===== config.mk =====
export PLATFORM = sky130hd
export DESIGN_NAME = tis_ctrl
export DESIGN_NICKNAME = d
export VERILOG_FILES = /design/src/rtl/tis_pkg.sv /design/src/rtl/tis_ctrl.sv
export SDC_FILE = /design/constraint.sdc
export NUM_CORES = 1
export LEC_CHECK = 0
export BUFFER_PORTS_ARGS = -buffer_cell sky130_fd_sc_hd__buf_2
export CAP_MARGIN = 30
export CORE_AREA = 2 2 39 41
export CTS_BUF_LIST = sky130_fd_sc_hd__clkbuf_16
export CTS_CLUSTER_SIZE = 25
export DETAILED_ROUTE_END_ITERATION = 6
export DIE_AREA = 0 0 41 43
export RECOVER_POWER = 50
export SYNTH_ARGS = -nofsm -noshare
export SYNTH_HDL_FRONTEND = slang
export SYNTH_SLANG_ARGS = --single-unit

===== constraint.sdc =====
create_clock -name clock -period 1.3 [get_ports clock]
set_input_delay 0.26 -clock clock [delete_from_list [all_inputs] [get_ports clock]]
set_output_delay 0.26 -clock clock [all_outputs]
set_load 0.02 [all_outputs]

===== src/rtl/tis_pkg.sv =====
// Shared types and constants for the trie insert and search unit.
`timescale 1ns / 1ps
`default_nettype none

package tis_pkg;

   localparam logic [1:0] OP_INSERT = 2'd0;
   localparam logic [1:0] OP_EXACT  = 2'd1;
   localparam logic [1:0] OP_PREFIX = 2'd2;

   typedef struct packed {
      logic clear;
      logic load;
      logic read_link;
      logic update;
      logic finish;
      logic respond;
   } tis_cmd_type;

   typedef struct packed {
      logic clear_done;
      logic last;
   } tis_status_type;

endpackage

`default_nettype wire


===== src/rtl/tis_ctrl.sv =====
// Controller state machine that sequences clearing, link walks and results.
`timescale 1ns / 1ps
`default_nettype none

module tis_ctrl
   import tis_pkg::*;
(
   input  wire logic           clock,
   input  wire logic           reset,
   input  wire logic           start,
   output logic                busy,
   output logic                rsp_strobe,
   output tis_cmd_type         cmd,
   input  wire tis_status_type status
);

   localparam logic [2:0] ST_CLEAR   = 3'd0;
   localparam logic [2:0] ST_IDLE    = 3'd1;
   localparam logic [2:0] ST_READ    = 3'd2;
   localparam logic [2:0] ST_UPDATE  = 3'd3;
   localparam logic [2:0] ST_FINISH  = 3'd4;
   localparam logic [2:0] ST_RESPOND = 3'd5;

   logic [2:0] state_ff;
   logic [2:0] state_in;

   always_comb begin
      state_in = state_ff;
      unique case (state_ff)
         ST_CLEAR: begin
            if (status.clear_done) begin
               state_in = ST_IDLE;
            end
         end
         ST_IDLE: begin
            if (start) begin
               state_in = ST_READ;
            end
         end
         ST_READ: begin
            state_in = ST_UPDATE;
         end
         ST_UPDATE: begin
            state_in = status.last ? ST_FINISH : ST_IDLE;
         end
         ST_FINISH: begin
            state_in = ST_RESPOND;
         end
         ST_RESPOND: begin
            state_in = ST_IDLE;
         end
         default: begin
            state_in = ST_IDLE;
         end
      endcase
   end

   always_ff @(posedge clock) begin
      if (reset) begin
         state_ff <= ST_CLEAR;
      end else begin
         state_ff <= state_in;
      end
   end

   always_comb begin
      busy          = (state_ff != ST_IDLE);
      rsp_strobe    = (state_ff == ST_RESPOND);
      cmd.clear     = (state_ff == ST_CLEAR);
      cmd.load      = (state_ff == ST_IDLE) && start;
      cmd.read_link = (state_ff == ST_READ);
      cmd.update    = (state_ff == ST_UPDATE);
      cmd.finish    = (state_ff == ST_FINISH);
      cmd.respond   = (state_ff == ST_RESPOND);
   end

endmodule

`default_nettype wire


==> parameters.txt, run 1 <==
Parameter                              Value

Run status
  Outcome    finished, violations left
  Violated checks    negative setup slack

Clock network
  Clock buffer depth    2
  Cell chosen for the clock root    clkbuf_16
  TritonCTS clock tree    yes
  Total number of clock tree sinks    3
  Clock latency of the later-clocked register in the worst-skew pair    0.23 ns
  Clock transition at the register clock pins on the worst setup and hold paths after CTS    0.03 ns
  Depth of the CTS H-tree    1
  Number of buffers inserted during clock tree synthesis    3
  Cts hold-fix bufs    0

Yosys
  Number of unique standard cell types used by synthesis    19
  Gate count after technology mapping    23
  Warnings, synthesis    0
  Fraction of post-synthesis cell area in the top cell type by area    27.7%
  Leading cell types by count after synthesis    dfxtp_1 (3), inv_1 (2), nor3b_1 (2)
  Share of synthesized flip-flops with an asynchronous set or reset    0%
  Number of nets in the synthesized netlist    28
  Netlist Area Pre-Place    216 µm²
  Cells taking the most area after synthesis    dfxtp_1 (28%), nor3b_1 (6.9%), nor3b_2 (5.8%)
  Number of synthesized flops with an enable pin    0
  Most instantiated flip-flop cell in the synthesis netlist    dfxtp_1
  Sequential fraction of the synthesis area    27.7%
  Average size of a mapped cell    9.41 µm²
  Most common cell in the synthesized netlist    dfxtp_1
  Largest area contributor in the netlist    dfxtp_1
  FF+latch count, synth    3

Drt
  Final antenna-violating net count    0
  Residual DRC count    0
  Detailed-route vias per instance    4.20
  Vias    235
  DRC marker count from the first detailed-route iteration    2
  Average routed wire per standard cell    10.4 µm
  Total detailed-routing wirelength    583 µm
  Pre-Repair DR Iteration Count    2

Timing
  Final Worst Setup Slack    -0.110 ns
  Slew Viols, Final    0
  Count of endpoints failing setup in the final report    7
  Maximum achievable frequency    709 MHz
  Final Skew    0.00153 ns
  Final period demand of the worst path    1.41 ns
  Worst-case hold slack    0.230 ns
  Setup repair after global routing missed its margin    yes
  Number of hold-slack violations in the final timing report    0
  Final period utilization    108%
  Worst Tran Pin Value    0.236 ns
  Slew headroom    84.1%

Worst setup path
  Worst flop-to-flop path startpoint    state_ff[1]$_SDFFE_PP0P_
  Worst-path cell chain    or3b_4 > nor2_4 > buf_6
  Kind of cell with the highest combined delay on the critical path    simple AND/OR/NAND/NOR gates
  Worst stage delay on the critical path    0.39 ns
  Critical path launch point    state_ff[2]$_SDFFE_PP0P_
  Highest fanout seen on the critical path    2
  Type of the worst setup path    reg2out
  Critical Path AT    1.15 ns
  WP buf/inv    1
  Req. time, crit path    1.04 ns
  Sort of element at the end of the critical path    output pin
  Slowest-stage cell, CP    or3b_4
  Worst Setup Start Kind    register

Global route
  Total overflow reported by the global router    0
  Global Route Usage Sum    8.22%
  Pin count of the biggest net entering global routing    11
  Number of antenna violations at the first check in global routing    0
  First-pass GRT wire length    883 µm
  Number of global-route vias before repair    208

Cells and area
  Flip-flop count of the largest register after layout    3
  Top Registers    state_ff: 3 flops
  Fraction of layout instances using a drive strength above 1    72.5%
  Final cell area excluding filler cells    450 µm²
  Layout Area Growth over Synthesis    108%
  Top reg by flops    state_ff
  Final design utilization    32.5%
  Number of filler instances in the final layout    155
  Inserted Diodes    0
  Final standard cell count with taps included and fillers excluded    56
  Number of nets in the finished design    46

Floorplan
  DIE WIDTH    41 µm
  Initial Util    15.6%
  Die outline area    1760 µm²
  Total I/O pin count    13
  Core ar.    1380 µm²
  DIE HEIGHT    43 µm
  Number of placement rows    14

Worst hold path
  Start point of the worst min-delay path    reset
  Classification of the worst-slack hold path    in2reg

Power
  Max VDD drop    0.000319 V
  Areal power density over the cells    1550 nW/µm²
  Leak Pwr    0.209 nW
  Overall power    699 µW

Placed design
  Number of instances in the placed design    51
  Number of input and output port buffers inserted    12
  Post-detail-place hpwl    406 µm
  Final weighted congestion in routability-driven placement    0.779
  Instance area at placement    305 µm²

Run
  Max Cap Violations    0
## area by class of cell
type                       instances  area, µm²  share of cell area, %
multi-input combinational         15        151                   33.6
timing repair buffer              16        126                   28.1
clock buffer                       3       75.1                   16.7
sequential                         3       63.8                   14.2
tap                               16       20.0                   4.44
inverter                           2       10.0                   2.22
clock inverter                     1       3.75                  0.833
## stage by stage
stage,worst slack (ns),TNS (ns)
after floorplan,-0.0246,-0.0246
after detailed placement,0.0593,0
after global routing,-0.138,-0.760
final,-0.110,-0.406
after CTS,-0.118,-0.373
after global placement,0.0701,0
## repair_timing
item	in CTS	in global routing
setup endpoints to repair	7	8
resized for setup	14	5
pin swaps	1	1
buffers inserted	1	0
## kinds of logic (layout without fill, tap and decap cells)
logic type             Yosys count  count (layout)  share of synthesized area (%)
AND/OR/NAND/NOR                 11              11                           40.5
buffers and inverters            5              22                           14.5
AO/OA/AOI/OAI                    3               3                           12.1
flip-flops                       3               3                           27.7
multiplexers                     1               1                           5.20
## per-layer routing
layer | track usage (%) | vias to the layer above | part of all wire [%]
li1 | - | 116 | -
met1 | 10.5 | 107 | 43
met2 | 8.75 | 10 | 47
met3 | 3.14 | 2 | 7.0
met4 | 10.0 | 0 | 2.9
met5 | 0 | - | 0
## power by group
part           internal, mW  switching [mW]  total, mW
logic                0.0570          0.0556      0.113
registers            0.0969         0.00239     0.0993
clock network         0.397          0.0898      0.487
## worst paths after layout
| path | end | slack, ns | cells past startpoint |
|---|---|---|---|
| max reg2reg | state_ff[0]$_SDFFE_PP0P_ | 0.10 | 3 |
| max | cmd[4] | -0.11 | 3 |
| min | state_ff[0]$_SDFFE_PP0P_ | 0.23 | 2 |
| min reg2reg | state_ff[0]$_SDFFE_PP0P_ | 0.62 | 2 |
## cell usage in the layout, fill, tap and decap left out, drive strengths merged
master,instances
o21ba,1
a211oi,1
nand2b,1
inv,3
a311oi,1
and4b,1
buf,16
and3,1
nor3b,3
or3b,1
mux2,1
nor3,1
nor4,1
clkbuf,3
dfxtp,3
nor2,1
nand3b,1
Note: power is estimated with default switching activity, not from simulation.
==> run 2, diff against run 1 <==
--- a/config.mk
+++ b/config.mk
@@ -15,2 +15,3 @@
 export RECOVER_POWER = 50
+export SKIP_CTS_REPAIR_TIMING = 1
 export SYNTH_ARGS = -nofsm -noshare
--- a/constraint.sdc
+++ b/constraint.sdc
@@ -3,2 +3,2 @@
 set_output_delay 0.26 -clock clock [all_outputs]
-set_load 0.02 [all_outputs]
+set_load 0.05 [all_outputs]
==> run 2 against run 1 <==
- via count is 2.1% lower
- register-to-register slack worse by 0.04 ns
- the flow still finishes with violations (negative setup slack)
- wire length is 3.8% higher
- largest cell class unchanged
- worst setup slack worse by 0.030 ns
- global-route usage is 0.89 points lower
- worst hold slack worse by 0.0033 ns
- maximum frequency is 2.1% lower
- clock power is 1% lower
- critical path depth stayed put
- die area stayed put
- final area is 9.4% higher
==> parameters.txt, run 2 (synthesis gave the netlist of run 1 again) <==
Parameter                              Value

Worst setup path
  Worst R2R End    state_ff[0]$_SDFFE_PP0P_
  Critical Path AT    1.18 ns (+0.03 ns)
  Slowest-stage cell, CP    or3b_4
  Worst flop-to-flop path startpoint    state_ff[1]$_SDFFE_PP0P_
  Worst-case register-to-register setup slack    0.06 ns (-0.04 ns)
  Highest fanout seen on the critical path    2 (unchanged)
  Sort of element at the end of the critical path    output pin
  Req. time, crit path    1.04 ns (about the same)
  WP buf/inv    1 (unchanged)
  Logic depth of the worst register-to-register path    3 (unchanged)
  Worst stage delay on the critical path    0.38 ns (about the same)
  Type of the worst setup path    reg2out
  Worst-path cell chain    or3b_4 > nor2_4 > buf_8
  Worst Setup Start Kind    register
  Kind of cell with the highest combined delay on the critical path    simple AND/OR/NAND/NOR gates

Clock network
  Depth of the CTS H-tree    1 (unchanged)
  Clock transition at the register clock pins on the worst setup and hold paths after CTS    0.03 ns (about the same)
  Clock latency of the later-clocked register in the worst-skew pair    0.22 ns (about the same)
  Clock buffer depth    2 (unchanged)
  Total number of clock tree sinks    3 (unchanged)
  Cell chosen for the clock root    clkbuf_16
  Number of buffers inserted during clock tree synthesis    3 (unchanged)
  TritonCTS clock tree    yes

Timing
  Number of hold-slack violations in the final timing report    0 (unchanged)
  Slew Viols, Final    0 (unchanged)
  Worst Tran Pin Value    0.233 ns (-0.00316 ns)
  Setup repair after global routing missed its margin    yes
  Final Skew    0.00123 ns (-0.000305 ns)
  Final period demand of the worst path    1.44 ns (+0.0301 ns)
  Slew headroom    84.4% (+0.25 points)
  Count of endpoints failing setup in the final report    8 (+1)
  Maximum achievable frequency    694 MHz (-2.1%)
  Final Worst Setup Slack    -0.140 ns (-0.0301 ns)
  Final period utilization    111% (+2.3 points)

Global route
  Number of global-route vias before repair    202 (-2.9%)
  Global Route Usage Sum    7.32% (-0.89 points)
  Total overflow reported by the global router    0 (unchanged)
  Number of antenna violations at the first check in global routing    0 (unchanged)
  Pin count of the biggest net entering global routing    11 (unchanged)
  First-pass GRT wire length    779 µm (-12%)

Cells and area
  Fraction of layout instances using a drive strength above 1    80.0% (+7.5 points)
  Layout Area Growth over Synthesis    128%
  Flip-flop count of the largest register after layout    3 (unchanged)
  Most common cell after layout, fill and taps aside    buf_6
  Top Registers    state_ff: 3 flops
  Number of nets in the finished design    46 (unchanged)
  Final design utilization    35.6% (+3.1 points)
  Most frequent cells in the layout    buf_6 (7), buf_2 (5), clkbuf_16 (3)
  Top reg by flops    state_ff
  Inserted Diodes    0 (unchanged)

Worst hold path
  Start point of the worst min-delay path    reset
  Classification of the worst-slack hold path    in2reg
  Worst hold path stage count    2 (unchanged)
  Min-Delay Endpoint    state_ff[1]$_SDFFE_PP0P_

Power
  Overall power    743 µW (+6.4%)
  Leak Pwr    0.217 nW (+3.9%)
  Max VDD drop    0.000383 V (+20%)
  Areal power density over the cells    1510 nW/µm² (-2.8%)

Placed design
  Number of input and output port buffers inserted    12 (unchanged)
  Final weighted congestion in routability-driven placement    0.675 (-13%)
  Pre-CTS setup slack    0.00614 ns (-0.0532 ns)
  Post-detail-place hpwl    394 µm (-3.0%)

Floorplan
  Total I/O pin count    13 (unchanged)
  Number of placement rows    14 (unchanged)
  Core ar.    1380 µm² (unchanged)
  DIE WIDTH    41 µm (unchanged)
  DIE HEIGHT    43 µm (unchanged)
  Die outline area    1760 µm² (unchanged)
  Initial Util    15.6% (unchanged)

Drt
  Detailed-route vias per instance    4.11 (-2.1%)
  Average routed wire per standard cell    10.8 µm (+3.8%)
  Residual DRC count    0 (unchanged)
  Final antenna-violating net count    0 (unchanged)
  Vias    230 (-2.1%)
  Total detailed-routing wirelength    605 µm (+3.8%)
  Pre-Repair DR Iteration Count    1 (-1)
  DRC marker count from the first detailed-route iteration    0 (-2)

Run status
  Violated checks    negative setup slack
  Outcome    finished, violations left

Run
  Max Cap Violations    0 (unchanged)
==> run 2: cell counts in the layout (fill, tap and decap cells not counted) <==
Identical to the previous run, type by type.
==> run 2: where the power goes <==
group          internal (mW)  leakage (nW)  total, mW  switching, mW
Sequential            0.0981        0.0261      0.102        0.00358
Clock                  0.397        0.0423      0.482         0.0851
Combinational         0.0670         0.149      0.160         0.0929
==> run 2: area by class of cell <==
| cell class | count | area [µm²] |
|---|---|---|
| Clock inverter | 1 | 3.75 |
| Multi-Input combinational cell | 15 | 169 |
| Tap cell | 16 | 20.0 |
| Fill cell | 139 | 891 |
| Clock buffer | 3 | 75.1 |
| Timing Repair Buffer | 16 | 149 |
| Sequential cell | 3 | 66.3 |
| Inverter | 2 | 10.0 |
==> run 2: how the worst max path moves through the flow <==
| stage | slack [ns] | start | endpoint | cells after the start |
|---|---|---|---|---|
| floorplan | -0.19 | state_ff[1]$_SDFFE_PP0P_ | cmd[4] | 3 |
| global placement | 0.01 | state_ff[2]$_SDFFE_PP0P_ | cmd[4] | 3 |
| detailed placement | 0.006 | state_ff[2]$_SDFFE_PP0P_ | cmd[0] | 4 |
| CTS | -0.23 | state_ff[0]$_SDFFE_PP0P_ | cmd[4] | 3 |
| global route | -0.17 | state_ff[0]$_SDFFE_PP0P_ | cmd[4] | 3 |
| finish | -0.14 | state_ff[2]$_SDFFE_PP0P_ | cmd[4] | 3 |
==> run 2: per-layer routing <==
metal  share of wire, %  GRT usage [%]  vias to the layer above
li1                   -              -                      117
met1                 38           6.73                      105
met2                 54           9.38                        8
met3                7.8           3.66                        0
met4                  0           10.0                        0
met5                  0              0                        -
==> run 2: through the flow <==
step / hold WS [ns] / std cells / cell area (µm²) / TNS (ns)
after detailed placement: 0.456 / 51 / 327 / 0
after CTS: 0.225 / 55 / 405 / -1.41
after global routing: 0.240 / 56 / 493 / -0.997
final: 0.226 / 56 / 493 / -0.630
after floorplan: 0.325 / 23 / 254 / -0.772
after global placement: 0.456 / 51 / 327 / 0
==> run 3, diff against run 2 <==
PLACE_DENSITY = 0.46   (was not set)
==> run 3 against run 2 <==
- the run still ends with negative setup slack left
- die area stayed put
- via count is 0.87% lower
- maximum frequency is 0.26% lower
- worst setup slack worse by 0.0037 ns
- critical path depth stayed put
- wire length is 10% lower
- first-iteration DRC count stayed put
- utilization is 0.81 points lower
- non-clock buffer count stayed put
- global-route usage is 0.41 points lower
- sequential cell count stayed put
- critical path type unchanged
- largest power group unchanged
==> parameters.txt, run 3 (synthesis gave the netlist of run 1 again) <==
Parameter                              Value

Worst hold path
  Worst hold path stage count    2 (unchanged)
  Start point of the worst min-delay path    reset
  Min-Delay Endpoint    state_ff[1]$_SDFFE_PP0P_
  Classification of the worst-slack hold path    in2reg

Drt
  Detailed-route wire length on metal 1    231 µm (+0.43%)
  Top routing layer in use    met3
  Residual DRC count    0 (unchanged)
  Final antenna-violating net count    0 (unchanged)
  DRC marker count from the first detailed-route iteration    0 (unchanged)
  Wire length on met2    276 µm (-15%)
  Wire length on met3    34 µm (-28%)
  Vias    228 (-0.87%)
  Total detailed-routing wirelength    542 µm (-10%)
  Average routed wire per standard cell    9.68 µm (-10%)
  Pre-Repair DR Iteration Count    1 (unchanged)
  Detailed-route vias per instance    4.07 (-0.87%)

Timing
  Setup repair after global routing missed its margin    yes
  Count of endpoints failing setup in the final report    8 (unchanged)
  Final period utilization    111% (+0.28 points)
  Slew Viols, Final    0 (unchanged)
  Maximum achievable frequency    693 MHz (-0.26%)
  Final Worst Setup Slack    -0.144 ns (-0.00369 ns)
  Setup TNS    -0.580 ns (+0.0499 ns)
  Final period demand of the worst path    1.44 ns (+0.00369 ns)
  Number of hold-slack violations in the final timing report    0 (unchanged)
  Slew headroom    81.7% (-2.7 points)
  Final Skew    0.000942 ns (-0.000285 ns)
  Worst Tran Pin Value    0.272 ns (+0.0396 ns)

Power
  Sw Share    23.5% (-0.88 points)
  Max VDD drop    0.000787 V (+110%)
  Share of total power in sequential cells    13.9% (+0.2 points)
  Switching power total    171 µW (-5.9%)
  Portion of total power attributed to the clock network    65.1% (+0.3 points)
  Areal power density over the cells    1510 nW/µm² (about the same)
  Leak Pwr    0.213 nW (-2.0%)
  Total internal power    555 µW (-1.2%)
  Comb pwr share    21.0% (-0.5 points)

Cells and area
  Fraction of layout instances using a drive strength above 1    77.5% (-2.5 points)
  Most common cell after layout, fill and taps aside    buf_6
  Number of nets in the finished design    46 (unchanged)
  Layout Area Growth over Synthesis    123%
  Final cell area excluding filler cells    482 µm² (-2.3%)
  Number of filler instances in the final layout    144 (+3.6%)
  Top reg by flops    state_ff
  Top Registers    state_ff: 3 flops
  Most frequent cells in the layout    buf_6 (8), buf_2 (5), clkbuf_16 (3)
  Inserted Diodes    0 (unchanged)
  Flip-flop count of the largest register after layout    3 (unchanged)

Clock network
  Clock transition at the register clock pins on the worst setup and hold paths after CTS    0.03 ns (about the same)
  Depth of the CTS H-tree    1 (unchanged)
  Number of buffers inserted during clock tree synthesis    3 (unchanged)
  Cell chosen for the clock root    clkbuf_16
  Clock latency of the later-clocked register in the worst-skew pair    0.22 ns (about the same)
  Total number of clock tree sinks    3 (unchanged)
  Clock buffer depth    2 (unchanged)
  TritonCTS clock tree    yes

Worst setup path
  Critical Path AT    1.18 ns (about the same)
  Worst stage delay on the critical path    0.39 ns (about the same)
  Slowest-stage cell, CP    or3b_4
  Type of the worst setup path    reg2out
  Worst-path cell chain    or3b_4 > nor2_4 > buf_6
  Logic depth of the worst register-to-register path    3 (unchanged)
  Worst-case register-to-register setup slack    0.07 ns (about the same)
  Sort of element at the end of the critical path    output pin
  Worst R2R End    state_ff[0]$_SDFFE_PP0P_
  Req. time, crit path    1.04 ns (about the same)
  Highest fanout seen on the critical path    2 (unchanged)
  Worst flop-to-flop path startpoint    state_ff[1]$_SDFFE_PP0P_
  Worst Setup Start Kind    register

Placed design
  Post-detail-place hpwl    403 µm (+2.3%)
  Instance area at placement    327 µm² (unchanged)
  Number of input and output port buffers inserted    12 (unchanged)
  Final weighted congestion in routability-driven placement    0.608 (-9.9%)

Global route
  Number of global-route vias before repair    193 (-4.5%)
  Number of antenna violations at the first check in global routing    0 (unchanged)
  Total overflow reported by the global router    0 (unchanged)
  Global Route Usage Sum    6.91% (-0.41 points)
  First-pass GRT wire length    779 µm (unchanged)
  Pin count of the biggest net entering global routing    11 (unchanged)

Run
  Max Cap Violations    0 (unchanged)

Floorplan
  DIE WIDTH    41 µm (unchanged)
  Total I/O pin count    13 (unchanged)
  Die outline area    1760 µm² (unchanged)
  Initial Util    15.6% (unchanged)
  DIE HEIGHT    43 µm (unchanged)
  Core ar.    1380 µm² (unchanged)
  Number of placement rows    14 (unchanged)

Run status
  Outcome    finished, violations left
  Violated checks    negative setup slack
## run 3: final cells by class
cell class              count  area (µm²)  area share, %
clock buffers               3        75.1           15.6
clock inverters             1        3.75          0.779
inverters                   2        10.0           2.08
multi-input cells          15         163           33.8
flip-flops and latches      3        65.1           13.5
well taps                  16        20.0           4.16
repair buffers             16         145           30.1
## run 3: per-stage QoR
stage          worst slack (ns)  std cells  hold WS (ns)  power, mW  utilization (%)
6_report                 -0.144         56         0.232      0.726             34.8
5_1_grt                  -0.176         56         0.246      0.755             34.8
4_1_cts                  -0.231         55         0.233      0.715             29.3
3_5_place_dp            0.00505         51         0.461      0.233             23.6
3_3_place_gp            0.00460         51         0.462      0.233             23.6
2_1_floorplan            -0.188         23         0.325      0.208                -
## run 3: layer usage
metal  vias up  global-route usage (%)
met3         0                    3.14
met1       105                    8.63
met4         0                    6.00
met5         -                       0
met2         7                    8.44
li1        116                       -
## run 3: power by group through the flow
stage                     combinational [mW]  clock [mW]  sequential (mW)
after floorplan                        0.106           0            0.102
after global placement                 0.132           0            0.101
after detailed placement               0.132           0            0.101
after CTS                              0.132       0.483            0.100
after global routing                   0.161       0.492            0.101
final                                  0.153       0.473            0.101
## run 3: worst max path at each step
stage | startpoint | to | cells after the start
after CTS | state_ff[2]$_SDFFE_PP0P_ | cmd[4] | 3
final | state_ff[2]$_SDFFE_PP0P_ | cmd[4] | 3
after global placement | state_ff[2]$_SDFFE_PP0P_ | cmd[4] | 3
after detailed placement | state_ff[2]$_SDFFE_PP0P_ | cmd[4] | 3
after global routing | state_ff[2]$_SDFFE_PP0P_ | cmd[4] | 3
after floorplan | state_ff[1]$_SDFFE_PP0P_ | cmd[4] | 3
## run 3: critical path, delay by kind of cell (launching register included)
kind,cells,cell delay [ns]
buffers and inverters,1,0.15
flip-flops,1,0.33
AND/OR/NAND/NOR,2,0.48
